--- src/rtl/blpg_pkg.sv ---
`timescale 1ns / 1ps
// ----------------------------------------------------------------------------
// Bresenham line pixel generator package
// Shared widths, command codes and the records that move between the parts
// of the line pixel generator.
// ----------------------------------------------------------------------------
package blpg_pkg;

  // Coordinate and color widths.
  localparam int COORD_BITS = 10;
  localparam int COLOR_BITS = 8;

  // Command queue between the front and the back part.
  localparam int QDEPTH     = 4;
  localparam int QPTR_BITS  = $clog2(QDEPTH);
  localparam int QCNT_BITS  = $clog2(QDEPTH + 1);

  // Result buffer in the back part.
  localparam int OBDEPTH     = 2;
  localparam int OB_PTR_BITS = $clog2(OBDEPTH);
  localparam int OB_CNT_BITS = $clog2(OBDEPTH + 1);

  // Bound on the step items that can be inside the block at once:
  // the front stage, the command queue and the result buffer.
  localparam int INFLIGHT_MAX  = QDEPTH + OBDEPTH + 1;
  localparam int INFLIGHT_BITS = $clog2(INFLIGHT_MAX + 1);

  // Request codes on the req_type input.
  localparam logic REQ_START = 1'b0;
  localparam logic REQ_STEP  = 1'b1;

  typedef logic [COORD_BITS-1:0] coord_t;
  typedef logic [COLOR_BITS-1:0] color_t;

  // Command kind carried through the queue.
  typedef enum logic {
    CMD_START = 1'b0,
    CMD_STEP  = 1'b1
  } cmd_kind_t;

  // Prepared command. For a start, the line set up in major/minor axes.
  typedef struct packed {
    cmd_kind_t kind;
    logic      steep;
    coord_t    major_pos;
    coord_t    major_end;
    coord_t    minor_pos;
    coord_t    minor_delta;
    coord_t    diff_delta;   // major delta minus minor delta
    coord_t    error;        // half the major delta, rounded down
    logic      minor_down;
    color_t    color;
  } cmd_t;

  // One plotted pixel.
  typedef struct packed {
    coord_t x;
    coord_t y;
    color_t color;
    logic   last;
  } pix_t;

endpackage

--- src/rtl/blpg_front.sv ---
`timescale 1ns / 1ps
// ----------------------------------------------------------------------------
// Line pixel generator front part
// Accepts request items, classifies them and prepares start items into the
// major/minor form of a line before they enter the command queue.
// ----------------------------------------------------------------------------
module blpg_front (
  input  logic                             clk,
  input  logic                             rst,
  input  logic                             push,
  output logic                             full,
  input  logic                             req_type,
  input  blpg_pkg::coord_t                 start_x,
  input  blpg_pkg::coord_t                 start_y,
  input  blpg_pkg::coord_t                 end_x,
  input  blpg_pkg::coord_t                 end_y,
  input  blpg_pkg::color_t                 pen_color,
  input  logic [blpg_pkg::QCNT_BITS-1:0]   q_count,
  output logic                             q_wr,
  output blpg_pkg::cmd_t                   q_wdata
);
  import blpg_pkg::*;

  logic                 accept;
  logic [QCNT_BITS:0]   reserved;

  // Stage registers.
  logic   s1_v;
  logic   s1_req;
  coord_t s1_ax, s1_ay, s1_bx, s1_by;
  coord_t s1_dx, s1_dy;
  logic   s1_x_gt, s1_y_gt;
  color_t s1_color;

  // Stage two terms.
  logic   steep, swap, minor_gt;
  coord_t a_maj, b_maj, a_min, b_min, maj_d, min_d;

  // The queue must hold everything that may still arrive from the stage.
  assign reserved = {1'b0, q_count} + {{QCNT_BITS{1'b0}}, s1_v};
  assign full     = reserved >= (QCNT_BITS + 1)'(QDEPTH);
  assign accept   = push && !full;

  // Stage one: absolute deltas and endpoint order per axis.
  always_ff @(posedge clk) begin
    if (rst) begin
      s1_v <= 1'b0;
    end else begin
      s1_v <= accept;
    end
    if (accept) begin
      s1_req   <= req_type;
      s1_ax    <= start_x;
      s1_ay    <= start_y;
      s1_bx    <= end_x;
      s1_by    <= end_y;
      s1_color <= pen_color;
      s1_x_gt  <= start_x > end_x;
      s1_y_gt  <= start_y > end_y;
      s1_dx    <= (start_x > end_x) ? (start_x - end_x) : (end_x - start_x);
      s1_dy    <= (start_y > end_y) ? (start_y - end_y) : (end_y - start_y);
    end
  end

  // Stage two: choose the major axis and order the endpoints along it.
  always_comb begin
    steep    = s1_dy > s1_dx;
    a_maj    = steep ? s1_ay : s1_ax;
    b_maj    = steep ? s1_by : s1_bx;
    a_min    = steep ? s1_ax : s1_ay;
    b_min    = steep ? s1_bx : s1_by;
    maj_d    = steep ? s1_dy : s1_dx;
    min_d    = steep ? s1_dx : s1_dy;
    swap     = steep ? s1_y_gt : s1_x_gt;
    minor_gt = steep ? s1_x_gt : s1_y_gt;

    q_wdata.kind        = (s1_req == REQ_START) ? CMD_START : CMD_STEP;
    q_wdata.steep       = steep;
    q_wdata.major_pos   = swap ? b_maj : a_maj;
    q_wdata.major_end   = swap ? a_maj : b_maj;
    q_wdata.minor_pos   = swap ? b_min : a_min;
    q_wdata.minor_delta = min_d;
    q_wdata.diff_delta  = maj_d - min_d;
    q_wdata.error       = maj_d >> 1;
    // The minor coordinate falls unless the first end lies strictly below the second.
    q_wdata.minor_down  = swap ? !minor_gt : (minor_gt || (min_d == '0));
    q_wdata.color       = s1_color;
  end

  assign q_wr = s1_v;

endmodule

--- src/rtl/blpg_cmd_queue.sv ---
`timescale 1ns / 1ps
// ----------------------------------------------------------------------------
// Line pixel generator command queue
// A short first-in first-out queue of prepared commands that lets the front
// and the back part stall independently.
// ----------------------------------------------------------------------------
module blpg_cmd_queue (
  input  logic                           clk,
  input  logic                           rst,
  input  logic                           wr,
  input  blpg_pkg::cmd_t                 wdata,
  input  logic                           rd,
  output blpg_pkg::cmd_t                 rdata,
  output logic                           valid,
  output logic [blpg_pkg::QCNT_BITS-1:0] count
);
  import blpg_pkg::*;

  cmd_t                 entries [QDEPTH];
  logic [QPTR_BITS-1:0] wr_ptr;
  logic [QPTR_BITS-1:0] rd_ptr;

  assign valid = count != '0;
  assign rdata = entries[rd_ptr];

  // Pointer and fill count update.
  always_ff @(posedge clk) begin
    if (rst) begin
      wr_ptr <= '0;
      rd_ptr <= '0;
      count  <= '0;
    end else begin
      if (wr) begin
        wr_ptr <= wr_ptr + 1'b1;
      end
      if (rd) begin
        rd_ptr <= rd_ptr + 1'b1;
      end
      if (wr && !rd) begin
        count <= count + 1'b1;
      end else if (rd && !wr) begin
        count <= count - 1'b1;
      end
    end
  end

  // Entry storage.
  always_ff @(posedge clk) begin
    if (wr) begin
      entries[wr_ptr] <= wdata;
    end
  end

endmodule

--- src/rtl/blpg_back.sv ---
`timescale 1ns / 1ps
// ----------------------------------------------------------------------------
// Line pixel generator back part
// Holds the active line, steps it one pixel per step command and buffers the
// plotted pixels for the result side.
// ----------------------------------------------------------------------------
module blpg_back (
  input  logic             clk,
  input  logic             rst,
  input  logic             q_valid,
  input  blpg_pkg::cmd_t   q_rdata,
  output logic             q_rd,
  output logic             empty,
  input  logic             pop,
  output blpg_pkg::coord_t pixel_x,
  output blpg_pkg::coord_t pixel_y,
  output blpg_pkg::color_t pixel_color,
  output logic             last_pixel
);
  import blpg_pkg::*;

  // Line state.
  logic   line_active;
  logic   steep_flag;
  coord_t major_pos, major_end, minor_pos;
  coord_t minor_delta, diff_delta, error_term;
  logic   minor_down;
  color_t held_color;

  // Result buffer.
  pix_t                   ob_entries [OBDEPTH];
  logic [OB_PTR_BITS-1:0] ob_wr_ptr;
  logic [OB_PTR_BITS-1:0] ob_rd_ptr;
  logic [OB_CNT_BITS-1:0] ob_count;

  logic   do_start, do_step, ob_pop;
  logic   last, err_neg;
  pix_t   pix_next;

  // Take a command whenever the result buffer has room.
  assign q_rd     = q_valid && (ob_count != (OB_CNT_BITS)'(OBDEPTH));
  assign do_start = q_rd && (q_rdata.kind == CMD_START);
  assign do_step  = q_rd && (q_rdata.kind == CMD_STEP) && line_active;
  assign ob_pop   = pop && !empty;

  // Pixel in screen axes and the error test.
  always_comb begin
    last           = major_pos == major_end;
    err_neg        = error_term < minor_delta;
    pix_next.x     = steep_flag ? minor_pos : major_pos;
    pix_next.y     = steep_flag ? major_pos : minor_pos;
    pix_next.color = held_color;
    pix_next.last  = last;
  end

  // Line state update.
  always_ff @(posedge clk) begin
    if (rst) begin
      line_active <= 1'b0;
    end else if (do_start) begin
      line_active <= 1'b1;
    end else if (do_step && last) begin
      line_active <= 1'b0;
    end
    if (do_start) begin
      steep_flag  <= q_rdata.steep;
      major_pos   <= q_rdata.major_pos;
      major_end   <= q_rdata.major_end;
      minor_pos   <= q_rdata.minor_pos;
      minor_delta <= q_rdata.minor_delta;
      diff_delta  <= q_rdata.diff_delta;
      error_term  <= q_rdata.error;
      minor_down  <= q_rdata.minor_down;
      held_color  <= q_rdata.color;
    end else if (do_step) begin
      if (err_neg) begin
        error_term <= error_term + diff_delta;
        minor_pos  <= minor_down ? (minor_pos - 1'b1) : (minor_pos + 1'b1);
      end else begin
        error_term <= error_term - minor_delta;
      end
      if (!last) begin
        major_pos <= major_pos + 1'b1;
      end
    end
  end

  // Result buffer pointers and count.
  always_ff @(posedge clk) begin
    if (rst) begin
      ob_wr_ptr <= '0;
      ob_rd_ptr <= '0;
      ob_count  <= '0;
    end else begin
      if (do_step) begin
        ob_wr_ptr <= ob_wr_ptr + 1'b1;
      end
      if (ob_pop) begin
        ob_rd_ptr <= ob_rd_ptr + 1'b1;
      end
      if (do_step && !ob_pop) begin
        ob_count <= ob_count + 1'b1;
      end else if (ob_pop && !do_step) begin
        ob_count <= ob_count - 1'b1;
      end
    end
  end

  // Result buffer storage.
  always_ff @(posedge clk) begin
    if (do_step) begin
      ob_entries[ob_wr_ptr] <= pix_next;
    end
  end

  assign empty       = ob_count == '0;
  assign pixel_x     = ob_entries[ob_rd_ptr].x;
  assign pixel_y     = ob_entries[ob_rd_ptr].y;
  assign pixel_color = ob_entries[ob_rd_ptr].color;
  assign last_pixel  = ob_entries[ob_rd_ptr].last;

endmodule

--- src/rtl/bresenham_line_pixel_generator_unit.sv ---
`timescale 1ns / 1ps
// ----------------------------------------------------------------------------
// Bresenham line pixel generator
// Integer line rasterizer: a start item sets up a line, each step item gives
// the next pixel of that line in screen axes.
//
//   Channel   Handshake        Payload
//   request   push / full      req_type, start_x, start_y, end_x, end_y, pen_color
//   pixel     pop / empty      pixel_x, pixel_y, pixel_color, last_pixel
//
// One item is taken every cycle while full is low; a step item's pixel reaches the
// result ports through the setup stage, the command queue and the back part
// stepping the queued command into the pixel buffer.
// The back part advances one command per cycle while the pixel buffer has room, set by its single error add.
// A stalled result side fills the two-entry pixel buffer, then the command
// queue, and raises full once the queue and the setup stage hold four commands.
// Synchronous reset empties both queues and drops the active line.
// ----------------------------------------------------------------------------
module bresenham_line_pixel_generator_unit (
  input  logic             clk,
  input  logic             rst,
  input  logic             push,
  output logic             full,
  input  logic             req_type,
  input  blpg_pkg::coord_t start_x,
  input  blpg_pkg::coord_t start_y,
  input  blpg_pkg::coord_t end_x,
  input  blpg_pkg::coord_t end_y,
  input  blpg_pkg::color_t pen_color,
  output logic             empty,
  input  logic             pop,
  output blpg_pkg::coord_t pixel_x,
  output blpg_pkg::coord_t pixel_y,
  output blpg_pkg::color_t pixel_color,
  output logic             last_pixel
);
  import blpg_pkg::*;

  logic                 q_wr, q_rd, q_valid;
  cmd_t                 q_wdata, q_rdata;
  logic [QCNT_BITS-1:0] q_count;

  // Front part: transfer and setup.
  blpg_front u_front (
    .clk       (clk),
    .rst       (rst),
    .push      (push),
    .full      (full),
    .req_type  (req_type),
    .start_x   (start_x),
    .start_y   (start_y),
    .end_x     (end_x),
    .end_y     (end_y),
    .pen_color (pen_color),
    .q_count   (q_count),
    .q_wr      (q_wr),
    .q_wdata   (q_wdata)
  );

  // Command queue between the parts.
  blpg_cmd_queue u_queue (
    .clk   (clk),
    .rst   (rst),
    .wr    (q_wr),
    .wdata (q_wdata),
    .rd    (q_rd),
    .rdata (q_rdata),
    .valid (q_valid),
    .count (q_count)
  );

  // Back part: line stepping and pixel buffer.
  blpg_back u_back (
    .clk         (clk),
    .rst         (rst),
    .q_valid     (q_valid),
    .q_rdata     (q_rdata),
    .q_rd        (q_rd),
    .empty       (empty),
    .pop         (pop),
    .pixel_x     (pixel_x),
    .pixel_y     (pixel_y),
    .pixel_color (pixel_color),
    .last_pixel  (last_pixel)
  );

endmodule

--- config.mk ---
export PLATFORM = sky130hd
export DESIGN_NAME = bresenham_line_pixel_generator_unit
export DESIGN_NICKNAME = d
export VERILOG_FILES = /design/src/rtl/blpg_pkg.sv /design/src/rtl/blpg_front.sv /design/src/rtl/blpg_cmd_queue.sv /design/src/rtl/blpg_back.sv /design/src/rtl/bresenham_line_pixel_generator_unit.sv
export SDC_FILE = /design/constraint.sdc
export NUM_CORES = 1
export LEC_CHECK = 0
export ABC_AREA = 1
export BUFFER_PORTS_ARGS = -buffer_cell sky130_fd_sc_hd__buf_2
export CORE_ASPECT_RATIO = 1.4
export CORE_MARGIN = 3
export CORE_UTILIZATION = 30
export CTS_CLUSTER_DIAMETER = 50
export DETAILED_ROUTE_END_ITERATION = 6
export HOLD_SLACK_MARGIN = 0.03
export PLACE_DENSITY = 0.45
export SLEW_MARGIN = 20
export SYNTH_ARGS = -nofsm -noshare
export SYNTH_HDL_FRONTEND = slang
export SYNTH_HIERARCHICAL = 1
export SYNTH_SLANG_ARGS = --single-unit
--- constraint.sdc ---
create_clock -name clk -period 4.19 [get_ports clk]
set_input_delay 0.419 -clock clk [delete_from_list [all_inputs] [get_ports clk]]
set_output_delay 0.419 -clock clk [all_outputs]
set_load 0.1 [all_outputs]
==> results.cfg, run 1 <==
[final_layout]
diodes = 0
design_area_um2 = 27350
synthToLayoutAreaGrowth_pct = 15.82
fin_nets = 2401
post-route-util_pct = 35.08
drive_above_1_share_pct = 12.38

[floorplan]
die_h_um = 338.0
dieWidth_um = 243.1
core-area_um2 = 77970
fp-row-count = 121
die_area_um2 = 82180
start_util_pct = 30.29
io_pins = 84

[sta]
drv_slew = 0
max-slew-margin-rel_pct = 31.72
tightest_slew_ps = 1017
grt_setup_unrepaired = no
fin_crit_sh_pct = 78.31
finClkSkew_ps = 38.66
hold_violations = 0
period_minus_slack_ps = 3281
setup_viol = 0
timing.fmax_ghz = 0.3048
fin_setup_tns_ps = 0

[route]
vias = 15576
drt_pass1_iterations = 5
route.detailed.drc = 0
route.antenna.remaining_nets = 0
finalWirelength_um = 58300
post_drt_wl_per_cell_um = 17.41
drt-vias-per-instance = 4.652
drt-initial-drc-count = 870

[synth]
synth-edff-count = 483
synth_area_um2 = 23620
synth_nets = 2271
synth_seq_area_share_pct = 62.77
yosys_warnings = 6
synth_flop_cell = edfxtp_1
synthCells = 2127
synth_top_area_share_pct = 61.41
synth_cell_types = 56
synth_area_leader_cell = edfxtp_1
async_flop_share_pct = 0
synth_area_per_cell_um2 = 11.10
ys_top_cells_by_area = edfxtp_1 (61%), nand2_1 (5.7%), o21ai_0 (4.9%)
ys_ff_latch = 499

[place]
portBuffers = 83
hpwl_um = 39760
place.gp.congestion = 0.8920
placed_area_um2 = 25040

[worst_setup_path]
crit_type = reg -> reg
worst_setup_path_end_kind = register
r2r_slack_ps = 910
startpoint_type = register
cp.required_ps = 4500
crit_fanout = 40
arrival_ps = 3590

[pwr]
switching_share_pct = 40.75
p_seq_share_pct = 37.1
power_switching_mw = 8.752
power_mw = 21.48
intPower_mw = 12.73
p_leak_nw = 10.48
p_comb_share_pct = 40.5
irDropWorstVdd_mv = 0.5310
clkPwrFrac_pct = 22.4
power_density_nw_per_um2 = 785.2

[status]
status = completed

[clock_network]
cts_buffers = 56
clkTransAtPathRegs_ps = 60
clockBufferDepth = 3
cts_sinks = 499
cts_tree = yes
clkLatencyLatePin_ps = 620
cts_root_buf = clkbuf_16
cts_max_level = 2

[grt]
grt_max_degree = 79
grt_pass1_vias = 15635
antenna_found_initial = 0
grt_usage_pct = 14.17
grt.overflow.total = 0
grt_pass1_wl_um = 90850

[min_path]
min_path_type = in -> reg

[job]
cap_violations = 0
==> routing by layer <==
metal	routed length (µm)	track usage [%]	share of wire (%)
met1	25120	17.39	43
met2	29350	25.55	50
met3	2080	1.946	3.6
met4	1749	4.961	3.0
met5	0	0	0
==> final timing paths <==
kind,cells past startpoint,to,startpoint
setup / recovery,12,u_queue/entries[2][41],u_front/s1_dx[4]
hold / removal,2,register,rst
setup reg to reg,12,u_queue/entries[2][41],u_front/s1_dx[4]
hold reg to reg,0,u_back/ob_entries[0][1],u_back/held_color[0]
==> synth_stat cells, types with 2 or more instances <==
master	count
o22ai_1	71
o31ai_1	2
o211ai_1	15
buf_12	3
nand3_1	61
nor3b_1	2
or2_2	3
a31oi_1	4
buf_4	5
nand2_2	13
xor2_1	41
and2_1	2
nand2_4	5
buf_6	14
buf_1	2
o21ai_2	9
edfxtp_1	483
o21ai_0	230
o21bai_1	2
mux2i_1	4
inv_2	6
dfxtp_1	16
clkinv_1	3
o21a_1	2
buf_2	29
clkbuf_1	25
o21ai_1	33
xnor2_1	12
nand4_1	5
nor2_2	6
fa_1	8
inv_1	208
mux2_2	29
o2111ai_1	4
nand3_2	5
ha_1	83
nor2_1	214
nor3_1	3
nand3b_1	8
clkbuf_2	7
a21o_1	4
nand2_1	361
a21oi_1	72
==> cell type report <==
cell class	count	area [µm²]
clock inverters	43	384.1
flip-flops and latches	499	14830
fillers	7729	50610
repair buffers	157	1109
well taps	1045	1308
inverters	218	828.3
clock buffers	61	1441
multi-input cells	1325	7455
==> stage by stage <==
stage,instances,hold slack (ps),setup WS (ps)
6_report,3348,84.84,908.8
5_1_grt,3348,53.83,563.4
4_1_cts,3347,38.81,854.1
3_5_place_dp,3196,427.5,894.5
3_3_place_gp,3196,424.0,969.2
2_1_floorplan,2127,411.6,1040
==> logic make-up (layout without fill, tap and decap cells) <==
| group | count (synthesis) | count (layout) | share of synthesized area, % |
|---|---|---|---|
| compound gates | 454 | 454 | 10.61 |
| xor+xnor | 53 | 53 | 1.965 |
| fa+ha+maj | 91 | 91 | 5.075 |
| buf+inv | 303 | 479 | 5.759 |
| flops | 499 | 499 | 62.77 |
| mux | 33 | 33 | 1.552 |
| other cells | 1 | 1 | 0.01588 |
| simple gates | 693 | 693 | 12.25 |
==> worst max-delay path, cell delays in order, from the launching register on <==
cell	delay [ps]
edfxtp_1	440
inv_1	70
ha_1	370
nand2_2	130
inv_1	60
nand2_1	70
nand2_1	40
nand2_1	60
nand3_2	130
nand2_4	400
buf_4	420
o21ai_0	120
o21ai_0	630
==> what timing repair did <==
action | in CTS | in global routing
endpoints found under the hold margin | 47 | 0
buffers inserted | 0 | 0
endpoints found under the setup margin | 0 | 0
gates resized for setup | 0 | 0
hold buffers | 47 | 0
==> sequential cells by signal, summed over array words and instances (netlist names), 2 cells and up, named ones only <==
name                count
u_queue/entries       284
u_back/ob_entries      58
u_back/diff_delta      10
u_back/error_term      10
u_back/major_end       10
u_back/major_pos       10
u_back/minor_delta     10
u_back/minor_pos       10
u_front/s1_ax          10
u_front/s1_ay          10
u_front/s1_bx          10
u_front/s1_by          10
u_front/s1_dx          10
u_front/s1_dy          10
u_back/held_color       8
u_front/s1_color        8
u_queue/count           3
u_back/ob_count         2
u_queue/rd_ptr          2
u_queue/wr_ptr          2
==> power groups by stage <==
stage | Combinational (mW) | Clock (mW) | Sequential [mW]
3_5_place_dp | 8.76 | 0 | 8.13
2_1_floorplan | 6.66 | 0 | 7.85
4_1_cts | 8.82 | 4.98 | 8.02
6_report | 8.70 | 4.81 | 7.97
3_3_place_gp | 8.63 | 0 | 8.10
5_1_grt | 9.84 | 5.20 | 8.09
==> cells in the final DEF, fill, tap and decap left out, types with 13 or more instances in the layout <==
cell,synthesis,layout
buf_4,5,25
nand2_1,361,361
xor2_1,41,41
nand3_1,61,61
mux2_2,29,29
a21oi_1,72,72
dfxtp_1,16,14
dlygate4sd3_1,0,47
o211ai_1,15,15
nand2_2,13,13
inv_1,208,204
ha_1,83,83
clkbuf_16,0,57
buf_2,29,83
o22ai_1,71,71
nor2_1,214,211
edfxtp_1,483,483
clkinv_1,3,21
o21ai_0,230,230
clkinv_2,0,13
o21ai_1,33,32
Power figures use the tool's default switching activity.
==> run 2: changes to the inputs <==
clock period = 2.8 ns   (was 4.19 ns; I/O delays follow)
==> run 2 against run 1 <==
Worst setup slack worse by 760 ps. Clock power up 44%. Count of clock-buffer cells in the layout up 5. Power up 53%. Maximum frequency up 24%. Sequential share of layout area down 1.7 points. First-iteration DRC count down 0.34%. Via count up 1.5%. Flip-flop and latch count unchanged. Routed wire length up 1.2%. Global-route usage about the same. Critical path type unchanged. Highest routed layer unchanged.
==> results.cfg, run 2 (synthesized netlist as in run 1, its figures left out) <==
[route]
drt_pass1_iterations = 5
drt-initial-drc-count = 867
finalWirelength_um = 59010
route.detailed.drc = 0
post_drt_wl_per_cell_um = 17.17
route.antenna.remaining_nets = 0
drt-vias-per-instance = 4.600
vias = 15807

[grt]
met1_usage_pct = 17.38
grt_most_used_layer = met2
grt.overflow.total = 0
grt_pass1_wl_um = 90910
grt_max_degree = 72
grt_usage_pct = 14.18
grt_pass1_vias = 15867
grtUsageMet2_pct = 25.74
antenna_found_initial = 0
met3_usage_pct = 1.970

[pwr]
p_leak_nw = 10.91
irDropWorstVdd_mv = 0.5459
power_density_nw_per_um2 = 1161

[sta]
period_minus_slack_ps = 2652
fin_crit_sh_pct = 94.73
hold_violations = 0
max-slew-margin-rel_pct = 28.53
drv_slew = 0
holdWs_ps = 106.3
tightest_slew_ps = 1065
fin_setup_tns_ps = 0
timing.fmax_ghz = 0.3770
finClkSkew_ps = 15.63
setup_viol = 0

[clock_network]
cts_tree = yes
cts_buffers = 53
clkTransAtPathRegs_ps = 60
clkLatencyLatePin_ps = 600
cts_max_level = 2
cts_root_buf = clkbuf_16
cts_sinks = 499
clockBufferDepth = 3

[worst_setup_path]
arrival_ps = 2960
slowest_delay_ps = 540
startpoint_type = register
crit_fanout = 10
cpMaxStageDelayCell = o21ai_0
cp.required_ps = 3110
crit_family = compound AO/OA/AOI/OAI gates
crit_type = reg -> reg
worstPathCellList = inv_1 > ha_1 > nand2_2 > inv_1 > a21oi_2 > nand3_4 > nand2_8 > inv_2 > buf_4 > nand2_1 > o21ai_0 > o21ai_0
crit_buf_inv = 4
worst_setup_path_end_kind = register

[floorplan]
die_area_um2 = 82180
io_pins = 84
fp-row-count = 121
die_h_um = 338.0
start_util_pct = 30.29
dieWidth_um = 243.1
core-area_um2 = 77970

[min_path]
min_path_type = in -> reg

[final_layout]
top_regs = u_queue/entries: 284 flops, u_back/ob_entries: 58 flops
largest_register_ffs = 284
final_common_cell = edfxtp_1
final_cell_mix = edfxtp_1 (483), nand2_1 (358), o21ai_0 (222), nor2_1 (209), inv_1 (201)
fin_nets = 2493
synthToLayoutAreaGrowth_pct = 19.47
diodes = 0
drive_above_1_share_pct = 16.35
largest-register = u_queue/entries

[place]
hpwl_um = 40230
portBuffers = 83
place.gp.congestion = 0.8440

[job]
cap_violations = 0

[status]
status = completed
==> run 2: cell types whose count changed in the layout (fill, tap and decap cells not counted), moves of 4 or more <==
| cell | delta |
|---|---|
| buf_4 | +80 |
| inv_6 | +4 |
| clkbuf_1 | +7 |
| o21ai_0 | -8 |
| buf_12 | +10 |
| o21ai_1 | +7 |
| clkinv_1 | -11 |
| dlygate4sd3_1 | +4 |
==> run 2: final cells by class <==
type | count | area (µm²)
multi-input cells | 1325 | 7589
repair buffers | 251 | 1946
inverters | 218 | 835.8
clock inverters | 31 | 285.3
fillers | 7699 | 49750
well taps | 1045 | 1308
repair inverters | 1 | 7.507
flip-flops and latches | 499 | 14830
clock buffers | 66 | 1418
==> run 2: through the flow <==
stage / utilization (%) / setup WS [ps] / total power, mW / std cells / area [µm²]
after floorplan: - / 48.19 / 21.71 / 2127 / 23630
after global placement: 33.06 / 31.81 / 25.66 / 3277 / 25780
after detailed placement: 33.06 / -63.56 / 25.90 / 3277 / 25780
after CTS: 35.92 / 4.774 / 33.03 / 3425 / 28000
after global routing: 36.19 / -20.01 / 35.22 / 3436 / 28220
final: 36.19 / 147.6 / 32.76 / 3436 / 28220
==> run 2: what timing repair did <==
item,in CTS,in global routing
cloned,0,1
resized for setup,2,33
hold buffers,51,0
hold endpoints to repair,56,0
setup endpoints to repair,8,134
setup buffers,0,10
pin swaps,0,3
==> run 2: path summary, 6_finish.rpt <==
check | start | end | cells after the start | slack [ps]
max reg2reg | u_front/s1_dx[8] | u_queue/entries[3][54] | 12 | 150
min | pop | u_back/ob_rd_ptr | 4 | 110
max | u_front/s1_dx[8] | u_queue/entries[3][54] | 12 | 150
min reg2reg | u_back/held_color[0] | u_back/ob_entries[0][1] | 0 | 440
==> run 2: layer usage <==
metal	vias up	wire (µm)
met5	-	0
met4	0	1530
met3	77	1891
met2	256	29870
met1	7623	25710
li1	7851	-
==> run 2: power by group <==
group / switching (mW) / leakage, nW / internal (mW)
clock network: 2.93 / 0.834 / 3.98
logic: 9.46 / 5.50 / 4.49
registers: 0.752 / 4.58 / 11.1
total: 13.1 / 10.9 / 19.6
==> run 2: worst register-to-register path, stage by stage (launching register included) <==
cell and delay [ps]:
edfxtp_1 380, inv_1 60, ha_1 320, nand2_2 120, inv_1 60, a21oi_2 190, nand3_4 130, nand2_8 130
inv_2 110, buf_4 180, nand2_1 50, o21ai_0 100, o21ai_0 540
